**config.mk**
```make
export PLATFORM = sky130hd
export DESIGN_NAME = sfir_cell
export DESIGN_NICKNAME = d
export VERILOG_FILES = /design/src/rtl/sfir_pkg.sv /design/src/rtl/sfir_cell.sv
export SDC_FILE = /design/constraint.sdc
export NUM_CORES = 1
export LEC_CHECK = 0
export BUFFER_PORTS_ARGS = -buffer_cell sky130_fd_sc_hd__buf_2
export CORE_MARGIN = 10
export CORE_UTILIZATION = 40
export DETAILED_ROUTE_END_ITERATION = 16
export PLACE_DENSITY_LB_ADDON = 0.15
export RECOVER_POWER = 25
export SYNTH_ARGS = -nofsm -noshare
export SYNTH_HDL_FRONTEND = slang
export SYNTH_SLANG_ARGS = --single-unit
```
**constraint.sdc**
```tcl
create_clock -name clk -period 6.9 [get_ports clk]
set_input_delay 0.69 -clock clk [delete_from_list [all_inputs] [get_ports clk]]
set_output_delay 0.69 -clock clk [all_outputs]
set_load 0.02 [all_outputs]
```
**src/rtl/sfir_pkg.sv**
```systemverilog
// Shared constants and types of the sorted frame index resolver.
// No dependencies; imported by every module under rtl/.
package sfir_pkg;

    localparam int TABLE_DEPTH = 1024;
    localparam int ADDR_W      = $clog2(TABLE_DEPTH);
    localparam int CNT_W       = $clog2(TABLE_DEPTH + 1);
    // probes needed to shrink a span of TABLE_DEPTH entries to nothing
    localparam int NSTEP       = $clog2(TABLE_DEPTH + 1);

    localparam int CMD_W   = 2;
    localparam int IDX_W   = 10;
    localparam int FRAME_W = 31;
    localparam int TIME_W  = 63;
    localparam int COUNT_W = 11;

    localparam int IN_FIELDS_W  = 1 + IDX_W + 1 + FRAME_W + 1 + TIME_W;
    localparam int IN_DATA_W    = ((IN_FIELDS_W + 7) / 8) * 8;
    localparam int OUT_FIELDS_W = IDX_W + FRAME_W + TIME_W + COUNT_W;
    localparam int OUT_DATA_W   = ((OUT_FIELDS_W + 7) / 8) * 8;

    localparam logic [CMD_W-1:0] CMD_RESOLVE = 2'd0;
    localparam logic [CMD_W-1:0] CMD_APPEND  = 2'd1;
    localparam logic [CMD_W-1:0] CMD_CLEAR   = 2'd2;

    // search window carried from cell to cell
    typedef struct packed {
        logic             active;
        logic [CNT_W-1:0] first;
        logic [CNT_W-1:0] len;
        logic [CNT_W-1:0] mid;
    } srch_st_t;

endpackage

```
**src/rtl/sfir_cell.sv**
```systemverilog
// One probe cell of the search chain: registers the window from its left
// neighbour, compares the probed entry and hands the narrowed window on.
// Depends on sfir_pkg.
module sfir_cell
    import sfir_pkg::*;
(
    input  logic              clk,
    input  logic              rst_n,
    input  srch_st_t          in_st,
    input  logic [TIME_W-1:0] key,
    input  logic [TIME_W-1:0] rd_key,
    output srch_st_t          out_st
);

    srch_st_t         st_reg;
    logic [CNT_W-1:0] half;
    logic [CNT_W-1:0] rfirst;
    logic [CNT_W-1:0] rlen;
    logic             go_right;

    always_ff @(posedge clk or negedge rst_n)
    begin
        if (!rst_n)
        begin
            st_reg <= '0;
        end
        else
        begin
            st_reg <= in_st;
        end
    end

    always_comb
    begin
        half     = st_reg.len >> 1;
        rfirst   = st_reg.mid + CNT_W'(1);
        rlen     = st_reg.len - half - CNT_W'(1);
        go_right = !(key < rd_key);
        out_st   = st_reg;
        if (st_reg.len != '0)
        begin
            if (go_right)
            begin
                out_st.first = rfirst;
                out_st.len   = rlen;
                out_st.mid   = rfirst + (rlen >> 1);
            end
            else
            begin
                out_st.len = half;
                out_st.mid = st_reg.first + (half >> 1);
            end
        end
    end

endmodule

```
# [After elaboration in Yosys (flattened, before gate mapping)]
# Cells that the tools add are included.
# W data, S select, Z words.
[word_totals] regBits=34 inputBits=162 out_inout_bits=34
[op_classes] add_sub_neg=5 magnitude_cmp=1 mux=3 n_reduce_logical=1
[op_table] cell="$lt A63 B63 Y1" count=1
[op_table] cell="$mux W33" count=1
[op_table] cell="$mux W22" count=1
[op_table] cell="$add A11 B1 Y11 const B" count=1
[op_table] cell="$add A11 B10 Y11" count=1
[op_table] cell="$add A11 B9 Y11" count=1
[op_table] cell="$mux W11" count=1
[op_table] cell="$reduce_bool A11 Y1" count=1
[op_table] cell="$sub A11 B1 Y11 const B" count=1
[op_table] cell="$sub A11 B10 Y11" count=1

# [Depth between registers and ports, before layout]
[logic_depth] ltp_word=5 depth_mapped=18

# [Worst setup path before layout]
# Ideal clock, no wire load.
[synth_path] kind="reg-to-output" startpoint="register st_reg (netlist bit half[0])" endpoint="output out_st[10] (netlist name)" arrival_time_ns=3.400 t_required_ns=6.210 setup_slack_ns=2.810 path_stages_with_launch=18 n_path_buf=0 path_cell_list="dfrtp_1 -> inv_1 -> ha_1 -> inv_1 -> fa_1 -> o21bai_1 -> a21oi_1 -> o21ai_0 -> nor2_1 -> xor2_1 -> ha_1 -> o2111ai_1 -> nand3_1 -> o41ai_1 -> o21ai_0 -> xnor2_1 -> mux2i_1 -> a21oi_1"
[synth_lines] item="start: declaration" line="sfir_cell.sv:15" source="srch_st_t st_reg;"
[synth_lines] item="start signal: assignment" line="sfir_cell.sv:29" source="st_reg <= in_st;"
[synth_lines] item="end: declaration" line="sfir_cell.sv:12" source="output srch_st_t out_st"

==> flow_metrics.py <==
metrics = {
    "outcome": {
        "outcome": "complete, no violations",
    },
    "power_and_ir_drop": {
        "ir_drop_uv": 194,
        "power.leakage_nw": 3.15,
        "p_per_area_nw_per_um2": 154,
    },
    "clock_tree": {
        "cts_buffers": 5,
        "hold_buffers": 0,
        "clk_pin_slew_ns": 0.07,
        "cts_sinks": 34,
        "postCtsResizedCells": 0,
        "post_cts_buffers": 0,
        "root_buffer": "clkbuf_8",
        "clk_path_buf_depth": 2,
        "cts.htree.levels": 2,
        "cts_tree": "yes",
    },
    "floorplan": {
        "fp.dieW_um": 125,
        "initial_core_util_pct": 40.6,
        "boundaryPins": 196,
        "rows": 38,
        "die_area_sq_um": 15600,
        "core_sq_um": 10800,
        "die_height_um": 125,
    },
    "setup_path": {
        "critPathRequiredTime_ns": 6.21,
        "worstSetupPathType": "register to output pin",
        "crit_arrival_ns": 4.05,
        "path_cells": "inv_1, ha_1, inv_1, fa_1, o21bai_1, a21oi_1, o21ai_0, nor2_1, xor2_1, ha_1, o2111ai_1, nand3_1, o41ai_1, o21ai_0, xnor2_1, mux2i_1, a21oi_1, buf_2",
        "cp_slowest_stage_delay_ns": 0.42,
        "endpoint_kind": "output pin",
        "crit_slowest_cell": "dfrtp_1",
        "start_kind": "register",
        "crit_fanout": 5,
    },
    "synth": {
        "synth-compound-area-share_pct": 17.0,
        "syn_inst": 531,
        "synth_cell_types": 49,
        "synth_mux_area_share_pct": 6.22,
        "synth_top_family_by_area": "adder cells",
        "avgSynthCellArea_sq_um": 8.26,
        "synth_ff_type": "dfrtp_1",
        "synth_area_sq_um": 4390,
        "yosysSeqAreaShare_pct": 19.4,
        "ys_ff_latch": 34,
        "syn_nets": 793,
        "synth_area_leaders": "ha_1 28%, dfrtp_1 19%, inv_1 7.4%",
        "synth_edf_count": 0,
        "yosys.area_share.simple_pct": 13.2,
        "synth.top_cell.area_share_pct": 27.7,
        "yosys.area_share.adder_pct": 29.0,
        "yosys_warnings": 0,
        "yosysTopAreaCell": "ha_1",
        "synth_xor_area_share_pct": 6.79,
        "async_reset_ff_share_pct": 100,
    },
    "sta": {
        "tightest_slew_ns": 0.716,
        "layout_min_cycle_time_ns": 4.74,
        "fin_ws_ns": 2.16,
        "slew-limit-headroom_pct": 52.2,
        "setup_viol": 0,
        "timing.fmax_mhz": 211,
        "finalHoldViolations": 0,
        "rsz0062_at_grt": "false",
        "tns_ns": 0,
        "finalMaxSlewViolations": 0,
        "finalCritPeriodShare_pct": 68.7,
    },
    "route": {
        "antenna_left": 0,
        "routedWlPerCell_um": 15.6,
        "drt_iter0_markers": 141,
        "drt_first_pass_iters": 4,
        "viasPerCell": 5.03,
        "vias": 4362,
        "drc": 0,
        "wirelength_um": 13500,
    },
    "grt": {
        "grt_max_degree": 35,
        "grt.overflow.total": 0,
        "gr-usage-all-layers_pct": 16.9,
        "grt_first_pass_wirelength_um": 22400,
        "grt_pass1_vias": 4748,
        "antenna_found_initial": 0,
    },
    "layout": {
        "antenna_cells": 0,
        "drive_above_1_share_pct": 30.3,
        "fin_nets": 988,
        "largest_reg_flops": 23,
        "final_util_pct": 51.9,
        "syn_to_final_growth_pct": 27.6,
        "final_cell_mix": "195 x buf_2, 97 x ha_1, 86 x inv_1",
        "layout_commonest_cell": "buf_2",
        "fillerInstances": 1078,
    },
    "placement": {
        "place_congestion": 0.915,
        "io_buffers": 195,
        "place_ws_ns": 2.46,
        "dp.final_hpwl_um": 11900,
    },
    "job": {
        "cap_violations": 0,
    },
    "min_path": {
        "hold_path.class": "input port to asynchronous set/reset pin",
    },
}
-- cells by family after synthesis --
logic type,Yosys count
xor+xnor,34
fa+ha+maj,100
flops,34
simple gates,123
mux,26
buf+inv,95
compound gates,119
-- synth_stat cells (2+ instances only) --
| master | number |
|---|---|
| mux2i_1 | 16 |
| clkbuf_1 | 5 |
| nor3_1 | 10 |
| o21a_1 | 4 |
| nor2_1 | 36 |
| or2_2 | 2 |
| dfrtp_1 | 34 |
| and3_1 | 4 |
| inv_1 | 86 |
| nand2_1 | 31 |
| ha_1 | 97 |
| mux2_2 | 10 |
| o31ai_1 | 2 |
| a41oi_1 | 2 |
| nand3_1 | 13 |
| o21ai_0 | 23 |
| nor4_1 | 4 |
| nand2b_1 | 4 |
| xnor2_1 | 20 |
| fa_1 | 3 |
| a211oi_1 | 4 |
| a31o_2 | 2 |
| a21oi_1 | 48 |
| a31oi_1 | 2 |
| nand4_1 | 13 |
| o21bai_1 | 4 |
| buf_4 | 3 |
| nor2b_1 | 4 |
| o211ai_1 | 4 |
| a21o_1 | 9 |
| xor2_1 | 14 |
-- power by group --
part	switching, mW	internal [mW]
clock	0.0723	0.0804
combinational	0.274	0.217
sequential	0.0115	0.210
total	0.358	0.507
-- critical path, delay by kind of cell (launching register included) --
family                   cells  cell delay [ns]
buffers and inverters        3             0.38
XOR/XNOR                     2             0.38
adder cells (fa/ha/maj)      3             0.91
AND/OR/NAND/NOR              2             0.18
AO/OA/AOI/OAI                7             1.38
flip-flops                   1             0.42
multiplexers                 1             0.09
-- worst max path at each step --
stage	from	end	slack, ns	depth (start not counted)
after floorplan	half[0]	out_st[10]	2.81	17
after global placement	key[4]	out_st[22]	2.57	12
after detailed placement	half[0]	out_st[10]	2.46	18
after CTS	half[0]	out_st[10]	2.12	18
after global routing	half[0]	out_st[10]	1.85	18
final	half[0]	out_st[10]	2.16	18
-- final cells by class --
cell class                 instances  area, sq um  area share (%)
sequential                        34          851            15.2
inverter                          86          323            5.77
timing repair buffer             197          991            17.7
tap                              140          175            3.13
clock buffer                       7         86.3            1.54
clock inverter                     1         5.00          0.0894
multi-input combinational        402         3170            56.6
-- per-stage QoR --
stage                     power (mW)  hold slack (ns)  std cells  cell area (sq um)
after floorplan                0.558            0.394        531               4390
after global placement         0.708            0.798        859               5510
after detailed placement       0.718            0.799        859               5510
after CTS                      0.877            0.477        867               5600
after global routing           0.942            0.484        867               5600
final                          0.864            0.440        867               5600
-- routing by layer --
layer,up-vias,GRT usage (%),part of all wire [%]
li1,2247,-,-
met1,1943,19.6,43
met2,156,30.5,49
met3,16,3.83,5.8
met4,0,4.52,1.8
met5,-,0,0
Note: power is estimated with default switching activity, not from simulation.
